===== src/sv/rlpc_pkg.sv =====
`timescale 1ns / 1ps
// Shared types and constants for the rotating LED PWM chaser.
// No dependencies; imported by every module of the block.
package rlpc_pkg;

    localparam int LED_W         = 8;   // width of the LED output field
    localparam int DUTY_W        = 5;   // width of one brightness entry and of the PWM counter
    localparam int POS_W         = 3;   // rotation phase width
    localparam int TABLE_ENTRIES = 8;
    localparam int TABLE_W       = TABLE_ENTRIES * DUTY_W;
    localparam int SPEED_W       = 8;
    localparam int DB_W          = 6;   // debounce counter width

    localparam logic [TABLE_W-1:0] TABLE_RESET = 40'd1145286303;

    // kind of tick carried in tuser
    localparam logic CMD_PWM = 1'b0;
    localparam logic CMD_SYS = 1'b1;

    typedef enum logic [1:0] {
        BTN_WAIT_PRESS   = 2'd0,
        BTN_PRESS_DB     = 2'd1,
        BTN_WAIT_RELEASE = 2'd2,
        BTN_RELEASE_DB   = 2'd3
    } btn_phase_t;

    // rotation state handed from the tick controller to the PWM stage
    typedef struct packed {
        logic [POS_W-1:0] pos;
        logic             dir_down;
    } rlpc_phase_t;

endpackage


===== src/sv/rlpc_ctrl.sv =====
`timescale 1ns / 1ps
// System-tick controller: rotation delay counter and button debounce machine.
// Depends on rlpc_pkg.
module rlpc_ctrl
    import rlpc_pkg::*;
#(
    parameter int DEBOUNCE_TICKS = 40
) (
    input  logic               aclk,
    input  logic               aresetn,
    input  logic               en,            // system tick in the result stage
    input  logic               button_level,  // 0 = pressed
    input  logic [SPEED_W-1:0] speed,
    output rlpc_phase_t        phase
);

    localparam logic [DB_W-1:0] DB_LIMIT = DB_W'(DEBOUNCE_TICKS);

    btn_phase_t         state_reg, state_next;
    logic [DB_W-1:0]    cnt_reg, cnt_next, cnt_inc;
    logic [SPEED_W-1:0] rw_reg, rw_next, rw_inc;
    logic [POS_W-1:0]   pos_reg, pos_next;
    logic               dir_reg, dir_next;
    logic               pressed;

    always_ff @(posedge aclk) begin
        if (!aresetn) begin
            state_reg <= BTN_WAIT_PRESS;
            cnt_reg   <= '0;
            rw_reg    <= '0;
            pos_reg   <= '0;
            dir_reg   <= 1'b0;
        end else begin
            state_reg <= state_next;
            cnt_reg   <= cnt_next;
            rw_reg    <= rw_next;
            pos_reg   <= pos_next;
            dir_reg   <= dir_next;
        end
    end

    always_comb begin
        state_next = state_reg;
        cnt_next   = cnt_reg;
        rw_next    = rw_reg;
        pos_next   = pos_reg;
        dir_next   = dir_reg;
        pressed    = ~button_level;
        cnt_inc    = cnt_reg + 1'b1;
        rw_inc     = rw_reg + 1'b1;
        if (en) begin
            // speed 255 never advances: the 8-bit count wraps before exceeding it
            if (rw_inc > speed) begin
                pos_next = pos_reg + 1'b1;
                rw_next  = '0;
            end else begin
                rw_next  = rw_inc;
            end

            case (state_reg)
                BTN_WAIT_PRESS: begin
                    if (pressed) begin
                        state_next = BTN_PRESS_DB;
                        cnt_next   = '0;
                    end
                end
                BTN_PRESS_DB: begin
                    if (cnt_inc >= DB_LIMIT) begin
                        cnt_next = '0;
                        if (pressed) begin
                            dir_next   = ~dir_reg;
                            state_next = BTN_WAIT_RELEASE;
                        end else begin
                            state_next = BTN_WAIT_PRESS;
                        end
                    end else begin
                        cnt_next = cnt_inc;
                    end
                end
                BTN_WAIT_RELEASE: begin
                    if (!pressed) begin
                        state_next = BTN_RELEASE_DB;
                        cnt_next   = '0;
                    end
                end
                BTN_RELEASE_DB: begin
                    if (cnt_inc >= DB_LIMIT) begin
                        cnt_next   = '0;
                        state_next = pressed ? BTN_WAIT_RELEASE : BTN_WAIT_PRESS;
                    end else begin
                        cnt_next = cnt_inc;
                    end
                end
                default: begin
                    state_next = BTN_WAIT_PRESS;
                    cnt_next   = '0;
                end
            endcase
        end
    end

    assign phase.pos      = pos_reg;
    assign phase.dir_down = dir_reg;

    a_wait_cnt_zero: assert property (@(posedge aclk) disable iff (!aresetn)
        (state_reg == BTN_WAIT_PRESS || state_reg == BTN_WAIT_RELEASE) |-> cnt_reg == '0)
        else $error("debounce count not cleared in a wait phase");

    a_dir_flip_src: assert property (@(posedge aclk) disable iff (!aresetn)
        !$stable(dir_reg) |-> ($past(state_reg) == BTN_PRESS_DB && $past(en)))
        else $error("direction changed outside a confirmed press");

    a_step_clears_wait: assert property (@(posedge aclk) disable iff (!aresetn)
        !$stable(pos_reg) |-> rw_reg == '0)
        else $error("rotation wait count not cleared on a step");

endmodule


===== src/sv/rlpc_pwm.sv =====
`timescale 1ns / 1ps
// PWM counter and per-LED duty compare against the rotated brightness table.
// Depends on rlpc_pkg.
module rlpc_pwm
    import rlpc_pkg::*;
#(
    parameter int LED_COUNT = 8
) (
    input  logic               aclk,
    input  logic               aresetn,
    input  logic               en,          // PWM tick in the result stage
    input  logic [TABLE_W-1:0] table_bits,
    input  rlpc_phase_t        phase,
    output logic [LED_W-1:0]   led_levels   // LED levels after this item
);

    logic [DUTY_W-1:0] pwm_reg, pwm_next;
    logic [LED_W-1:0]  led_reg, led_next, led_cmp;
    logic [DUTY_W:0]   level;               // counter + 1, range 1..32
    logic [DUTY_W-1:0] duty [TABLE_ENTRIES];
    logic [POS_W-1:0]  idx  [LED_W];

    for (genvar k = 0; k < TABLE_ENTRIES; k++) begin : g_duty
        assign duty[k] = table_bits[k*DUTY_W +: DUTY_W];
    end

    always_comb begin
        level = {1'b0, pwm_reg} + 1'b1;
        for (int i = 0; i < LED_W; i++) begin
            idx[i] = phase.dir_down ? (phase.pos - POS_W'(i)) : (phase.pos + POS_W'(i));
            if (i < LED_COUNT) begin
                led_cmp[i] = (level <= {1'b0, duty[idx[i]]});
            end else begin
                led_cmp[i] = 1'b0;
            end
        end
        pwm_next = en ? level[DUTY_W-1:0] : pwm_reg;
        led_next = en ? led_cmp : led_reg;
    end

    always_ff @(posedge aclk) begin
        if (!aresetn) begin
            pwm_reg <= '0;
            led_reg <= '0;
        end else begin
            pwm_reg <= pwm_next;
            led_reg <= led_next;
        end
    end

    assign led_levels = led_next;

    a_pwm_only_on_tick: assert property (@(posedge aclk) disable iff (!aresetn)
        !$stable(pwm_reg) |-> $past(en))
        else $error("PWM counter moved without a PWM tick");

endmodule


===== src/sv/rotating_led_pwm_chaser_unit.sv =====
`timescale 1ns / 1ps
// Top level of the rotating LED PWM chaser: input register, tick logic, result register.
// Depends on rlpc_pkg, rlpc_ctrl and rlpc_pwm.
//
// Eight-channel running-light PWM driver. Each input beat is a PWM tick or a
// system tick; every beat yields exactly one result beat carrying the LED levels
// after that tick. One beat is accepted per clock; each beat passes through the
// input register and then the result register, with all tick logic (duty compare,
// rotation counter, debounce machine) in the single stage between them.
// Backpressure on m_tready stalls both stages. The brightness table is written over
// the APB port at byte address 0 (64-bit data, low 40 bits used) and should only be
// changed while no beats are in flight.
module rotating_led_pwm_chaser_unit
    import rlpc_pkg::*;
#(
    parameter int LED_COUNT      = 8,
    parameter int DEBOUNCE_TICKS = 40
) (
    input  logic        aclk,
    input  logic        aresetn,
    // input stream
    input  logic        s_tvalid,
    output logic        s_tready,
    input  logic [15:0] s_tdata,   // [0] button_level, [8:1] speed, [15:9] zero
    input  logic        s_tuser,   // [0] command
    // result stream
    output logic        m_tvalid,
    input  logic        m_tready,
    output logic [7:0]  m_tdata,   // [7:0] led_levels
    // configuration
    input  logic        psel,
    input  logic        penable,
    input  logic        pwrite,
    input  logic [3:0]  paddr,
    input  logic [63:0] pwdata,
    output logic [63:0] prdata,
    output logic        pready
);

    logic               in_valid_reg, in_valid_next;
    logic               in_cmd_reg;
    logic               in_btn_reg;
    logic [SPEED_W-1:0] in_speed_reg;
    logic               out_valid_reg, out_valid_next;
    logic [LED_W-1:0]   out_led_reg;
    logic [TABLE_W-1:0] table_reg;
    logic               advance, s_fire, fire, cfg_wr;
    logic [LED_W-1:0]   led_levels;
    rlpc_phase_t        phase;

    // result stage moves when the output slot is free or being drained
    assign advance  = !out_valid_reg || m_tready;
    assign s_tready = advance || !in_valid_reg;
    assign s_fire   = s_tvalid && s_tready;
    assign fire     = in_valid_reg && advance;

    always_comb begin
        in_valid_next  = advance ? s_fire : (in_valid_reg || s_fire);
        out_valid_next = advance ? in_valid_reg : out_valid_reg;
    end

    always_ff @(posedge aclk) begin
        if (!aresetn) begin
            in_valid_reg  <= 1'b0;
            out_valid_reg <= 1'b0;
        end else begin
            in_valid_reg  <= in_valid_next;
            out_valid_reg <= out_valid_next;
        end
    end

    always_ff @(posedge aclk) begin
        if (s_fire) begin
            in_cmd_reg   <= s_tuser;
            in_btn_reg   <= s_tdata[0];
            in_speed_reg <= s_tdata[SPEED_W:1];
        end
        if (fire) begin
            out_led_reg <= led_levels;
        end
    end

    rlpc_ctrl #(
        .DEBOUNCE_TICKS (DEBOUNCE_TICKS)
    ) u_ctrl (
        .aclk         (aclk),
        .aresetn      (aresetn),
        .en           (fire && in_cmd_reg == CMD_SYS),
        .button_level (in_btn_reg),
        .speed        (in_speed_reg),
        .phase        (phase)
    );

    rlpc_pwm #(
        .LED_COUNT (LED_COUNT)
    ) u_pwm (
        .aclk       (aclk),
        .aresetn    (aresetn),
        .en         (fire && in_cmd_reg == CMD_PWM),
        .table_bits (table_reg),
        .phase      (phase),
        .led_levels (led_levels)
    );

    assign m_tvalid = out_valid_reg;
    assign m_tdata  = out_led_reg;

    // single register at byte address 0; paddr[3] set is beyond the map
    assign pready = 1'b1;
    assign cfg_wr = psel && penable && pwrite && pready && !paddr[3];

    always_ff @(posedge aclk) begin
        if (!aresetn) begin
            table_reg <= TABLE_RESET;
        end else if (cfg_wr) begin
            table_reg <= pwdata[TABLE_W-1:0];
        end
    end

    assign prdata = paddr[3] ? 64'd0 : {{(64 - TABLE_W){1'b0}}, table_reg};

endmodule

===== config.mk =====
export PLATFORM = sky130hd
export DESIGN_NAME = rotating_led_pwm_chaser_unit
export DESIGN_NICKNAME = d
export VERILOG_FILES = /design/src/sv/rlpc_pkg.sv /design/src/sv/rlpc_ctrl.sv /design/src/sv/rlpc_pwm.sv /design/src/sv/rotating_led_pwm_chaser_unit.sv
export SDC_FILE = /design/constraint.sdc
export NUM_CORES = 1
export LEC_CHECK = 0
export BUFFER_PORTS_ARGS = -buffer_cell sky130_fd_sc_hd__buf_2
export CAP_MARGIN = 5
export CORE_MARGIN = 4
export CORE_UTILIZATION = 55
export CTS_BUF_LIST = sky130_fd_sc_hd__clkbuf_8
export DETAILED_ROUTE_END_ITERATION = 10
export PLACE_DENSITY = 0.85
export SLEW_MARGIN = 20
export SYNTH_ARGS = -nofsm -noshare
export SYNTH_HDL_FRONTEND = slang
export SYNTH_SLANG_ARGS = --single-unit
export TNS_END_PERCENT = 20

===== constraint.sdc =====
create_clock -name aclk -period 6.2 [get_ports aclk]
set_clock_uncertainty 0.1 [all_clocks]
set_input_delay 0.93 -clock aclk [delete_from_list [all_inputs] [get_ports aclk]]
set_output_delay 0.93 -clock aclk [all_outputs]
set_load 0.01 [all_outputs]

## After elaboration in Yosys (flattened, before gate mapping)

Index checks and enable logic that the tools add are counted.

- Register bits: 93
- Bits of input ports: 92
- Output and inout port bits: 75

- $add $sub $neg: 17
- Magnitude comparators: 18
- Equality and inequality tests: 6
- Mux-type cells: 44
- Bitwise operators: 11
- Reductions and logical operators: 19

Operators with widths:

| cell | number |
|---|---|
| 5-bit binary-select mux with 3-bit select | 8 |
| 5-bit two-way mux | 16 |
| 6-bit by 5-bit less-or-equal comparator with 1-bit output | 8 |
| 40-bit two-way mux | 1 |
| 4-bit greater-or-equal comparator (second input constant) | 8 |
| 3-bit inverter with 4-bit output | 8 |
| 3-bit two-way mux | 7 |
| 6-bit two-way mux | 3 |
| 6-bit one-hot mux with 3 select lines | 1 |
| 8-bit two-way mux | 2 |
| 3-bit adder (second input constant) | 4 |
| 3-bit subtractor (second input constant) | 4 |
| 8-bit by 1-bit adder with 8-bit output (second input constant) | 1 |
| 8-bit greater-than comparator | 1 |
| 2-bit two-way mux | 4 |
| 4-bit AND reduction | 2 |
| 1-bit logical AND | 7 |
| 3-bit by 2-bit adder with 3-bit output (second input constant) | 2 |
| 5-bit by 1-bit adder with 6-bit output (second input constant) | 1 |
| 6-bit by 1-bit adder with 6-bit output (second input constant) | 1 |
| 6-bit greater-or-equal comparator (second input constant) | 1 |
| 2-bit one-hot mux with 3 select lines | 1 |
| 3-bit by 2-bit subtractor with 3-bit output (second input constant) | 2 |
| 2-bit == test (second input constant) | 2 |
| 13 further kinds | 20 |

## Logic depth before layout (Yosys ltp)

Gate-level depths: netlist (run 1).

- Word-level depth: 8
- Depth in mapped cells: 15
- Depth with buffers taken out: 11

## Hierarchy

From an unflattened synthesis (run 1), not the netlist that was laid out.

- Cells, all modules: 694
- Area, all modules: 7023.0 µm²

Modules (own cells, without submodules):

| module | times used | cells an instance | area each (µm²) |
|---|---|---|---|
| rlpc_pwm | 1 | 272 | 2907.8 |
| rotating_led_pwm_chaser_unit | 1 | 277 | 2822.7 |
| rlpc_ctrl | 1 | 145 | 1292.5 |

## Worst setup path after synthesis (run 1)

OpenSTA, ideal clock, no wires.

- Kind: register -> register
- Start: register u_ctrl.pos_reg[1]
- End: register out_led_reg[5], in the netlist m_tdata[5] (data pin)
- Library setup time: 0.152 ns
- Data arrival time: 3.248 ns
- Data required time: 5.948 ns
- Path slack: 2.700 ns
- Stages on the path, launching flop included: 13
- Buffers on the path: 2
- Path through: dfxtp_1 clkbuf_1 clkbuf_1 inv_1 fa_1 xnor2_4 mux4_2 ha_1 nor2b_1 o21a_1 o21ai_0 a21oi_1 o21ai_0

- Word-level cells in the longest chain between the ends: 8

RTL lines:

| what | RTL line | text |
|---|---|---|
| start, declared | rlpc_ctrl.sv:22 | `logic [POS_W-1:0] pos_reg, pos_next;` |
| start signal, assigned | rlpc_ctrl.sv:37 | `pos_reg <= pos_next;` |
| 3-bit adder or 3-bit subtractor (tied branches) | rlpc_pwm.sv:30 | `idx[i] = phase.dir_down ? (phase.pos - POS_W'(i)) : (phase.pos + POS_W'(i));` |
| 3-bit two-way mux * | rlpc_pwm.sv:30 |  |
| 3-bit inverter with 4-bit output (not written as such) * | rlpc_pwm.sv:32 | `led_cmp[i] = (level <= {1'b0, duty[idx[i]]});` |
| 5-bit binary-select mux with 3-bit select * | rlpc_pwm.sv:32 |  |
| 5-bit two-way mux (not written as such) * (2 in series) | rlpc_pwm.sv:32 |  |
| 6-bit by 5-bit less-or-equal comparator with 1-bit output * | rlpc_pwm.sv:32 |  |
| 8-bit two-way mux * | rlpc_pwm.sv:38 | `led_next = en ? led_cmp : led_reg;` |
| net led_levels[5] | rotating_led_pwm_chaser_unit.sv:48 | `logic [LED_W-1:0] led_levels;` |
| end signal, assigned | rotating_led_pwm_chaser_unit.sv:79 | `out_led_reg <= led_levels;` |
| end, declared | rotating_led_pwm_chaser_unit.sv:45 | `logic [LED_W-1:0] out_led_reg;` |

The timed path passes the listed nets; every way through them passes the cells marked *. The select of a mux whose other input is x is not followed.
A chain may end at the register's enable or synchronous reset.

==> flow_metrics.env, run 1 <==
export IMPL_outcome="completed"
export IMPL_portBuffers=107
export IMPL_avgSynthCellArea_um2=8.99
export IMPL_synth_adder_area_share=0.106
export IMPL_synth_edf_count=18
export IMPL_antenna_left=0
export IMPL_grt_first_pass_wirelength_mm=25.2
export IMPL_tightest_slew_ps=900
export IMPL_synth_simple_gate_area_frac=0.199
export IMPL_start_kind="flip-flop"
export IMPL_dp_hpwl_mm=11.5
export IMPL_cts_tree="done"
export IMPL_root_buffer="clkbuf_8"
export IMPL_required_ps=6220
export IMPL_antenna_found_initial=0
export IMPL_viasPerCell=5.67
export IMPL_clkLatencyLatePin_ps=380
export IMPL_pre_cts_ws_ps=2130
export IMPL_static_leakage_power_uw=0.00314
export IMPL_nets=977
export IMPL_rr_endpoint="m_tdata[7]"
export IMPL_crit_chain="buf_4 > inv_1 > fa_1 > o21ai_0 > mux2_2 > ha_1 > nor2b_1 > o21a_1 > o21ai_0 > a21oi_1 > o21ai_0"
export IMPL_cts_hold_buf=0
export IMPL_drv_cap=0
export IMPL_setup_slack_ps=2080
export IMPL_placementRows=40
export IMPL_worstSetupPathType="reg2reg"
export IMPL_crit_top_cell="o21ai_0"
export IMPL_fillCellCount=1000
export IMPL_powerDensity_nw_per_um2=160
export IMPL_cp_slowest_cell="fa_1"
export IMPL_initial_core_util=0.560
export IMPL_num_vias=5563
export IMPL_synth_top_cell_area_share=0.223
export IMPL_clk_pin_slew_ps=100
export IMPL_synth_ff_type="dfxtp_1"
export IMPL_grt_pass1_vias=5144
export IMPL_rrSetupSlack_ps=2080
export IMPL_core_area_um2=12000
export IMPL_synth_area_leader_cell="dfxtp_1"
export IMPL_hp_class="reg2reg"
export IMPL_post_synth_main_area_contributors="dfxtp_1 22%, ha_1 10%, mux4_2 9.0%"
export IMPL_post_cts_resized=0
export IMPL_grt_max_degree=44
export IMPL_min_path_cells=2
export IMPL_synth_mux_area_fraction=0.188
export IMPL_drv_slew=0
export IMPL_drt_pre_antenna_iters=5
export IMPL_final_area_um2=7360
export IMPL_wl_mm=15.4
export IMPL_synth_compound_area_share=0.0942
export IMPL_ys_seq_area_frac=0.303
export IMPL_worst_path_buf_inv=2
export IMPL_min_period_ps=4120
export IMPL_cts_htree_levels=3
export IMPL_drc=0
export IMPL_synth_distinct_cells=52
export IMPL_n_antenna_cell=0
export IMPL_holdWs_ps=375
export IMPL_synth_top_family_by_area="simple AND/OR/NAND/NOR gates"
export IMPL_worstPathMaxFanout=43
export IMPL_slew_headroom=0.396
export IMPL_die_y_um=119
export IMPL_cts_buffers=9
export IMPL_syn_area_um2=6730
export IMPL_dr_first_iter_drc_count=413
export IMPL_post_drt_wl_per_cell_um=15.7
export IMPL_fin_setup_tns_ps=0
export IMPL_syn_inst=749
export IMPL_synth_xor_area_frac=0.0390
export IMPL_numClockSinks=93
export IMPL_hold_end="u_ctrl.rw_reg[7]"
export IMPL_peakVddDrop_mv=0.122
export IMPL_synth_async_reset_ratio=0
export IMPL_cts_setup_buffers=0
export IMPL_die_w_um=119
export IMPL_yosys_warnings=0
export IMPL_hold_start="u_ctrl.rw_reg[7]"
export IMPL_final_setup_viol_count=0
export IMPL_fin_crit_sh=0.665
export IMPL_timing_rr_start="u_ctrl.pos_reg[0]"
export IMPL_path_delay_family="adder cells"
export IMPL_reg2regPathDepth=11
export IMPL_drive_gt1_frac=0.221
export IMPL_areaGrowthSynthToFinish_pct=9.39
export IMPL_gp_congestion=0.953
export IMPL_clock_path_buffers=2
export IMPL_critical_path_arrival_ps=4140
export IMPL_rsz0062_at_grt="no"
export IMPL_finalHoldViolCount=0
export IMPL_max_freq_mhz=243
export IMPL_slowest_delay_ps=1090
export IMPL_ys_ff_latch=93
export IMPL_grt_ovfl_total=0
export IMPL_io_pins=167
export IMPL_total_power_uw=1180
export IMPL_largest_reg_flops=40
export IMPL_gr_usage_all_layers=0.219
export IMPL_die_area_um2=14100
export IMPL_crit_path_end_kind="flip-flop"
export IMPL_placed_area_um2=7200
synthesized netlist by cell type, types with 2 or more instances:
| cell type | number |
|---|---|
| a21oi_1 | 44 |
| a31oi_1 | 5 |
| and2_1 | 3 |
| and3_1 | 4 |
| and4_1 | 2 |
| buf_2 | 6 |
| buf_4 | 28 |
| clkbuf_1 | 29 |
| conb_1 | 2 |
| dfxtp_1 | 75 |
| edfxtp_1 | 18 |
| fa_1 | 2 |
| ha_1 | 54 |
| inv_1 | 24 |
| mux2_2 | 22 |
| mux2i_1 | 33 |
| mux4_1 | 3 |
| mux4_2 | 27 |
| nand2_1 | 137 |
| nand2b_1 | 3 |
| nand3_1 | 46 |
| nand4b_1 | 2 |
| nor2_1 | 25 |
| nor2b_1 | 50 |
| nor3_1 | 6 |
| o21a_1 | 9 |
| o21ai_0 | 37 |
| o22ai_1 | 8 |
| o31ai_1 | 2 |
| or3_1 | 2 |
| xnor2_1 | 14 |
| xnor2_2 | 2 |
| xor2_1 | 6 |
where the power goes:
group          internal [uW]  leakage [uW]  switching, uW
registers                637      0.000784           18.4
clock network            141     0.0000970            214
logic                   71.7       0.00226           95.7
total                    849       0.00314            329
placed cells by master (no fill, tap or decap), types with 4 or more instances in the layout:
cell and n:
o21ai_0 37, nor2_1 25, mux4_2 27, a21oi_1 44
nor2b_1 50, edfxtp_1 18, nand2_1 137, inv_1 27
buf_2 108, clkbuf_8 9, dfxtp_1 74, nand3_1 46
conb_1 25, mux2i_1 33, o21a_1 9, xnor2_1 14
o22ai_1 8, and3_1 4, mux2_2 22, a31oi_1 5
nor3_1 6, xor2_1 6, buf_4 4, ha_1 54
kinds of logic (layout without fill, tap and decap cells):
family,after synthesis,after routing
other,2,25
xor gates and xnor gates,24,24
buffers and inverters,91,153
AOI/OAI and AO/OA,112,112
DFF,93,93
adders and majority gates,56,56
and+or+nand+nor,286,286
muxes,85,85
worst max path at each step:
stage | startpoint | cells past startpoint | slack [ps] | end
detailed placement | u_ctrl.pos_reg[0] | 11 | 2130 | m_tdata[7]
CTS | u_ctrl.pos_reg[0] | 11 | 2090 | m_tdata[7]
floorplan | u_ctrl.pos_reg[1] | 12 | 2700 | m_tdata[5]
global route | u_ctrl.pos_reg[0] | 11 | 1770 | m_tdata[7]
global placement | u_ctrl.pos_reg[0] | 11 | 2200 | m_tdata[7]
finish | u_ctrl.pos_reg[0] | 11 | 2080 | m_tdata[7]
per-layer routing:
layer	share of wire	vias up	global-route usage
met3	0.065	22	0.0411
met5	0	-	0
met4	0.019	0	0.0811
met2	0.46	198	0.344
met1	0.46	2601	0.301
li1	-	2742	-
worst min-delay path, delay by kind of cell, from the launching register on:
| family | cells | cell delay [ps] |
|---|---|---|
| AOI/OAI and AO/OA | 1 | 50 |
| DFF | 1 | 330 |
| and+or+nand+nor | 1 | 60 |
cell type report:
| class | count | area (um^2) | share of cell area |
|---|---|---|---|
| Multi-Input combinational cell | 588 | 4310 | 0.586 |
| Sequential cell | 93 | 2040 | 0.277 |
| Timing Repair Buffer | 112 | 571 | 0.0775 |
| Tap cell | 147 | 184 | 0.0250 |
| Clock buffer | 9 | 124 | 0.0168 |
| Inverter | 25 | 93.8 | 0.0127 |
| Clock inverter | 7 | 35.0 | 0.00476 |
stage by stage:
stage	cells	utilization
floorplan	772	-
global placement	964	0.599
detailed placement	964	0.599
CTS	980	0.613
global route	981	0.613
finish	981	0.613
Power figures use the tool's default switching activity.
==> inputs of run 2 (changes only) <==
--- a/config.mk
+++ b/config.mk
@@ -8,10 +8,10 @@
 export BUFFER_PORTS_ARGS = -buffer_cell sky130_fd_sc_hd__buf_2
 export CAP_MARGIN = 5
 export CORE_MARGIN = 4
-export CORE_UTILIZATION = 55
+export CORE_UTILIZATION = 51
 export CTS_BUF_LIST = sky130_fd_sc_hd__clkbuf_8
 export DETAILED_ROUTE_END_ITERATION = 10
-export PLACE_DENSITY = 0.85
+export PLACE_DENSITY = 0.83
 export SLEW_MARGIN = 20
 export SYNTH_ARGS = -nofsm -noshare
 export SYNTH_HDL_FRONTEND = slang
==> constraint.sdc (replaced) <==
create_clock -name aclk -period 3.6 [get_ports aclk]
set_clock_uncertainty 0.1 [all_clocks]
set_input_delay 0.54 -clock aclk [delete_from_list [all_inputs] [get_ports aclk]]
set_output_delay 0.54 -clock aclk [all_outputs]
set_load 0.01 [all_outputs]
==> run 2 against run 1 <==
Against the previous run: register-to-register slack got worse by 1800 ps; die area rose by 7.3%; highest routed layer unchanged; cell count increased by 3.4%; largest cell class unchanged.
==> flow_metrics.env, run 2 (synthesis results as in run 1) <==
export IMPL_nets=986
export IMPL_antenna_found_initial=0
export IMPL_post_cts_resized=0
export IMPL_dp_hpwl_mm=11.8
export IMPL_cts_setup_buffers=0
export IMPL_die_w_um=123
export IMPL_portBuffers=107
export IMPL_min_path_cells=1
export IMPL_crit_path_end_kind="flip-flop"
export IMPL_die_area_um2=15100
export IMPL_use_met3=0.0401
export IMPL_largest_reg_flops=40
export IMPL_final_cell_mix="137 x nand2_1, 107 x buf_2, 74 x dfxtp_1"
export IMPL_cp_slowest_cell="mux4_2"
export IMPL_met1_usage=0.299
export IMPL_numClockSinks=93
export IMPL_post_drt_wl_per_cell_um=15.4
export IMPL_grt_max_degree=43
export IMPL_max_freq_mhz=301
export IMPL_clk_pin_slew_ps=90
export IMPL_grt_util_met2=0.330
export IMPL_grt_ovfl_total=0
export IMPL_io_pins=167
export IMPL_gr_usage_all_layers=0.210
export IMPL_drive_gt1_frac=0.229
export IMPL_tightest_slew_ps=768
export IMPL_gp_congestion=0.907
export IMPL_final_setup_viol_count=0
export IMPL_total_power_uw=2170
export IMPL_fin_crit_sh=0.922
export IMPL_clkLatencyLatePin_ps=380
export IMPL_hold_start="s_tuser"
export IMPL_reg2regPathDepth=10
export IMPL_hp_class="in2reg"
export IMPL_initial_core_util=0.527
export IMPL_cts_tree="done"
export IMPL_rsz0062_at_grt="no"
export IMPL_worst_path_buf_inv=1
export IMPL_min_period_ps=3320
export IMPL_grt_pass1_vias=5147
export IMPL_worstSetupPathType="reg2reg"
export IMPL_critical_path_arrival_ps=3330
export IMPL_powerDensity_nw_per_um2=289
export IMPL_die_y_um=123
export IMPL_layout_commonest_cell="nand2_1"
export IMPL_drv_slew=0
export IMPL_rrSetupSlack_ps=280
export IMPL_clock_path_buffers=2
export IMPL_n_antenna_cell=0
export IMPL_outcome="completed"
export IMPL_static_leakage_power_uw=0.00321
export IMPL_busiest_layer="met2"
export IMPL_antenna_left=0
export IMPL_drv_cap=0
export IMPL_finalHoldViolCount=0
export IMPL_fillCellCount=1087
export IMPL_crit_chain="inv_1 > fa_1 > xnor2_4 > mux4_2 > ha_1 > nor2b_1 > o21a_1 > o21ai_0 > a21oi_1 > o21ai_0"
export IMPL_grt_first_pass_wirelength_mm=25.3
export IMPL_viasPerCell=5.57
export IMPL_drt_pre_antenna_iters=5
export IMPL_fin_setup_tns_ps=0
export IMPL_rr_endpoint="m_tdata[5]"
export IMPL_timing_rr_start="u_ctrl.pos_reg[1]"
export IMPL_slew_headroom=0.485
export IMPL_peakVddDrop_mv=0.228
export IMPL_num_vias=5645
export IMPL_crit_top_cell="o21ai_0"
export IMPL_hold_end="in_cmd_reg"
export IMPL_placementRows=41
export IMPL_areaGrowthSynthToFinish_pct=11.6
export IMPL_slowest_delay_ps=540
export IMPL_cts_hold_buf=0
export IMPL_core_area_um2=12800
export IMPL_root_buffer="clkbuf_8"
export IMPL_cts_buffers=9
export IMPL_wl_mm=15.6
export IMPL_path_delay_family="adder cells"
export IMPL_cts_htree_levels=3
export IMPL_dr_first_iter_drc_count=366
export IMPL_worstPathMaxFanout=5
export IMPL_required_ps=3620
export IMPL_drc=0
export IMPL_start_kind="flip-flop"
-- run 2: cell count changes in the layout (fill, tap and decap cells not counted), sizes merged --
cell	change
buf	+9
bufinv	+2
clkinv	-2
inv	-1
-- run 2: per-layer routing --
| layer | part of all wire | wire length, um |
|---|---|---|
| met5 | 0 | 0 |
| met4 | 0.012 | 195 |
| met3 | 0.068 | 1060 |
| met2 | 0.46 | 7240 |
| met1 | 0.46 | 7120 |
-- run 2: final cells by class --
cell class / count / area [um^2] / area share
Multi-Input combinational cell: 588 / 4310 / 0.574
Clock buffer: 9 / 124 / 0.0165
Tap cell: 172 / 215 / 0.0287
Clock inverter: 6 / 81.3 / 0.0108
Timing Repair Buffer: 121 / 641 / 0.0853
Sequential cell: 93 / 2040 / 0.272
Inverter: 25 / 93.8 / 0.0125
-- run 2: worst max path at each step --
stage | startpoint | depth (start not counted) | endpoint
floorplan | u_ctrl.pos_reg[1] | 12 | m_tdata[5]
global placement | u_ctrl.pos_reg[1] | 10 | m_tdata[5]
detailed placement | u_ctrl.pos_reg[1] | 10 | m_tdata[5]
CTS | u_ctrl.pos_reg[1] | 10 | m_tdata[5]
global route | u_ctrl.pos_reg[1] | 10 | m_tdata[5]
finish | u_ctrl.pos_reg[1] | 10 | m_tdata[5]
-- run 2: metrics by stage --
stage,std cells,utilization,hold WS [ps],setup WS (ps),instance area (um^2)
2_1_floorplan,772,-,344,99.6,6820
3_3_place_gp,999,0.572,352,401,7310
3_5_place_dp,999,0.572,361,322,7310
4_1_cts,1014,0.588,223,271,7510
5_1_grt,1014,0.588,223,69.0,7510
6_report,1014,0.588,231,282,7510
-- run 2: power by group --
part | internal [uW] | switching (uW)
Sequential | 1100 | 31.9
Clock | 384 | 366
Combinational | 125 | 165
Total | 1610 | 563
==> inputs of run 3 (changes only) <==
--- a/config.mk
+++ b/config.mk
@@ -5,12 +5,15 @@
 export SDC_FILE = /design/constraint.sdc
 export NUM_CORES = 1
 export LEC_CHECK = 0
+export ABC_AREA = 1
 export BUFFER_PORTS_ARGS = -buffer_cell sky130_fd_sc_hd__buf_2
 export CAP_MARGIN = 5
+export CORE_ASPECT_RATIO = 2
 export CORE_MARGIN = 4
 export CORE_UTILIZATION = 51
 export CTS_BUF_LIST = sky130_fd_sc_hd__clkbuf_8
 export DETAILED_ROUTE_END_ITERATION = 10
+export MAX_ROUTING_LAYER = met4
 export PLACE_DENSITY = 0.83
 export SLEW_MARGIN = 20
 export SYNTH_ARGS = -nofsm -noshare
==> run 3 against run 2 <==
Against the previous run: critical path type unchanged; clock power shrank 5.3%; setup slack improved by 230 ps; register-to-register slack improved by 230 ps; maximum frequency rose by 7.6%; first-iteration DRC count shrank 27%; global-route usage is 1.5 points higher; cell count rose by 21%; area after synthesis barely moved; count of clock-buffer cells in the layout did not move; die area grew 0.81%; sequential power is essentially flat.
==> flow_metrics.env, run 3 <==
export IMPL_outcome="completed"
export IMPL_grt_max_degree=83
export IMPL_post_cts_resized=0
export IMPL_antenna_found_initial=0
export IMPL_powerDensity_nw_per_um2=299
export IMPL_yosysMostFrequentCell="nand2_1"
export IMPL_required_ps=3640
export IMPL_ys_ff_latch=93
export IMPL_crit_path_end_kind="flip-flop"
export IMPL_fin_crit_sh=0.857
export IMPL_nets=1219
export IMPL_worstSetupPathType="reg2reg"
export IMPL_drv_cap=0
export IMPL_final_cell_mix="256 x nand2_1, 120 x inv_1, 118 x o21ai_0"
export IMPL_max_freq_mhz=324
export IMPL_portBuffers=107
export IMPL_drc=0
export IMPL_post_drt_wl_per_cell_um=13.0
export IMPL_synth_distinct_cells=44
export IMPL_root_buffer="clkbuf_8"
export IMPL_grt_ovfl_total=0
export IMPL_numClockSinks=93
export IMPL_yosys_top_cells_count="256 x nand2_1, 120 x inv_1, 118 x o21ai_0"
export IMPL_synth_area_leader_cell="dfxtp_1"
export IMPL_min_period_ps=3080
export IMPL_synth_ff_type="dfxtp_1"
export IMPL_slew_headroom=0.554
export IMPL_die_w_um=89.3
export IMPL_die_y_um=171
export IMPL_drt_pre_antenna_iters=5
export IMPL_worstPathMaxFanout=15
export IMPL_clkLatencyLatePin_ps=380
export IMPL_syn_area_um2=6740
export IMPL_initial_core_util=0.518
export IMPL_cp_slowest_cell="dfxtp_1"
export IMPL_wl_mm=16.0
export IMPL_gp_congestion=1.01
export IMPL_cts_htree_levels=3
export IMPL_hp_class="in2reg"
export IMPL_cts_hold_buf=0
export IMPL_yosys_warnings=0
export IMPL_crit_top_cell="nand2_1"
export IMPL_num_vias=6289
export IMPL_drv_slew=0
export IMPL_slowest_delay_ps=610
export IMPL_synth_async_reset_ratio=0
export IMPL_rsz0062_at_grt="no"
export IMPL_grt_first_pass_wirelength_mm=26.5
export IMPL_finalHoldViolCount=0
export IMPL_largest_reg_flops=40
export IMPL_rrSetupSlack_ps=520
export IMPL_critical_path_arrival_ps=3120
export IMPL_layout_commonest_cell="nand2_1"
export IMPL_areaGrowthSynthToFinish_pct=10.3
export IMPL_antenna_left=0
export IMPL_syn_inst=988
export IMPL_final_area_um2=7430
export IMPL_final_setup_viol_count=0
export IMPL_cts_buffers=9
export IMPL_start_kind="flip-flop"
export IMPL_synth_edf_count=18
export IMPL_gr_usage_all_layers=0.225
export IMPL_fin_setup_tns_ps=0
export IMPL_core_area_um2=13000
export IMPL_placementRows=59
export IMPL_crit_chain="inv_2 > nand2_1 > nand2_4 > xor2_2 > buf_4 > nand2_1 > o21ai_1 > ha_1 > inv_1 > o21bai_1 > nand2_1 > nand2_1 > nand2_1 > nand2_1 > nand2_1 > nand2_1 > nand2_1"
export IMPL_dr_first_iter_drc_count=267
export IMPL_synth_top_cell_area_share=0.223
export IMPL_ys_seq_area_frac=0.303
export IMPL_peakVddDrop_mv=0.274
export IMPL_grt_pass1_vias=5814
export IMPL_tightest_slew_ps=668
export IMPL_n_antenna_cell=0
export IMPL_dp_hpwl_mm=12.8
export IMPL_viasPerCell=5.12
export IMPL_cts_tree="done"
export IMPL_clock_path_buffers=2
export IMPL_post_synth_main_area_contributors="dfxtp_1 22%, nand2_1 14%, ha_1 10%"
export IMPL_static_leakage_power_uw=0.00371
export IMPL_die_area_um2=15200
export IMPL_clk_pin_slew_ps=110
export IMPL_io_pins=167
export IMPL_placed_area_um2=7220
export IMPL_drive_gt1_frac=0.149
export IMPL_cts_setup_buffers=0
export IMPL_avgSynthCellArea_um2=6.82
[run 3: critical path: cells and delay by family (launching register included)]
| family | cells | cell delay, ps |
|---|---|---|
| AND/OR/NAND/NOR | 10 | 710 |
| flip-flops | 1 | 610 |
| XOR/XNOR | 1 | 550 |
| buffers and inverters | 3 | 480 |
| AO/OA/AOI/OAI | 2 | 200 |
| adder cells (fa/ha/maj) | 1 | 170 |
[run 3: final timing paths]
check	from	depth (start not counted)	to
setup / recovery	u_ctrl.pos_reg[2]	17	m_tdata[2]
hold / removal	s_tdata[5]	1	in_speed_reg[4]
setup reg to reg	u_ctrl.pos_reg[2]	17	m_tdata[2]
hold reg to reg	u_pwm.led_reg[7]	2	u_pwm.led_reg[7]
[run 3: stage by stage]
stage | hold slack, ps | total power, uW | setup slack, ps | cells | utilization
after floorplan | 344 | 1430 | 430 | 1011 | -
after global placement | 355 | 1520 | 583 | 1212 | 0.556
after detailed placement | 364 | 1530 | 525 | 1212 | 0.556
after CTS | 209 | 2240 | 490 | 1228 | 0.572
after global routing | 200 | 2340 | 103 | 1228 | 0.572
final | 219 | 2220 | 516 | 1228 | 0.572
[run 3: area by class of cell]
cell class	count	area [um^2]
Clock inverter	7	81.3
Timing Repair Buffer	120	646
Fill cell	1219	5570
Sequential cell	93	2040
Inverter	129	484
Tap cell	152	190
Clock buffer	9	124
Multi-Input combinational cell	718	3860
[run 3: cell families after synthesis]
family,after synthesis,share of synthesized area
AOI/OAI and AO/OA,243,0.197
muxes,2,0.00297
and+or+nand+nor,375,0.224
buffers and inverters,200,0.137
other,2,0.00111
xor gates and xnor gates,17,0.0282
adders and majority gates,56,0.106
DFF,93,0.303
[run 3: per-layer routing]
layer | track usage | part of all wire
met1 | 0.249 | 0.40
met2 | 0.397 | 0.53
met3 | 0.0280 | 0.042
met4 | 0.0914 | 0.033
met5 | - | 0
[run 3: report_power, final]
part / switching, uW / internal [uW]
Combinational: 241 / 143
Sequential: 21.2 / 1100
Clock: 434 / 276
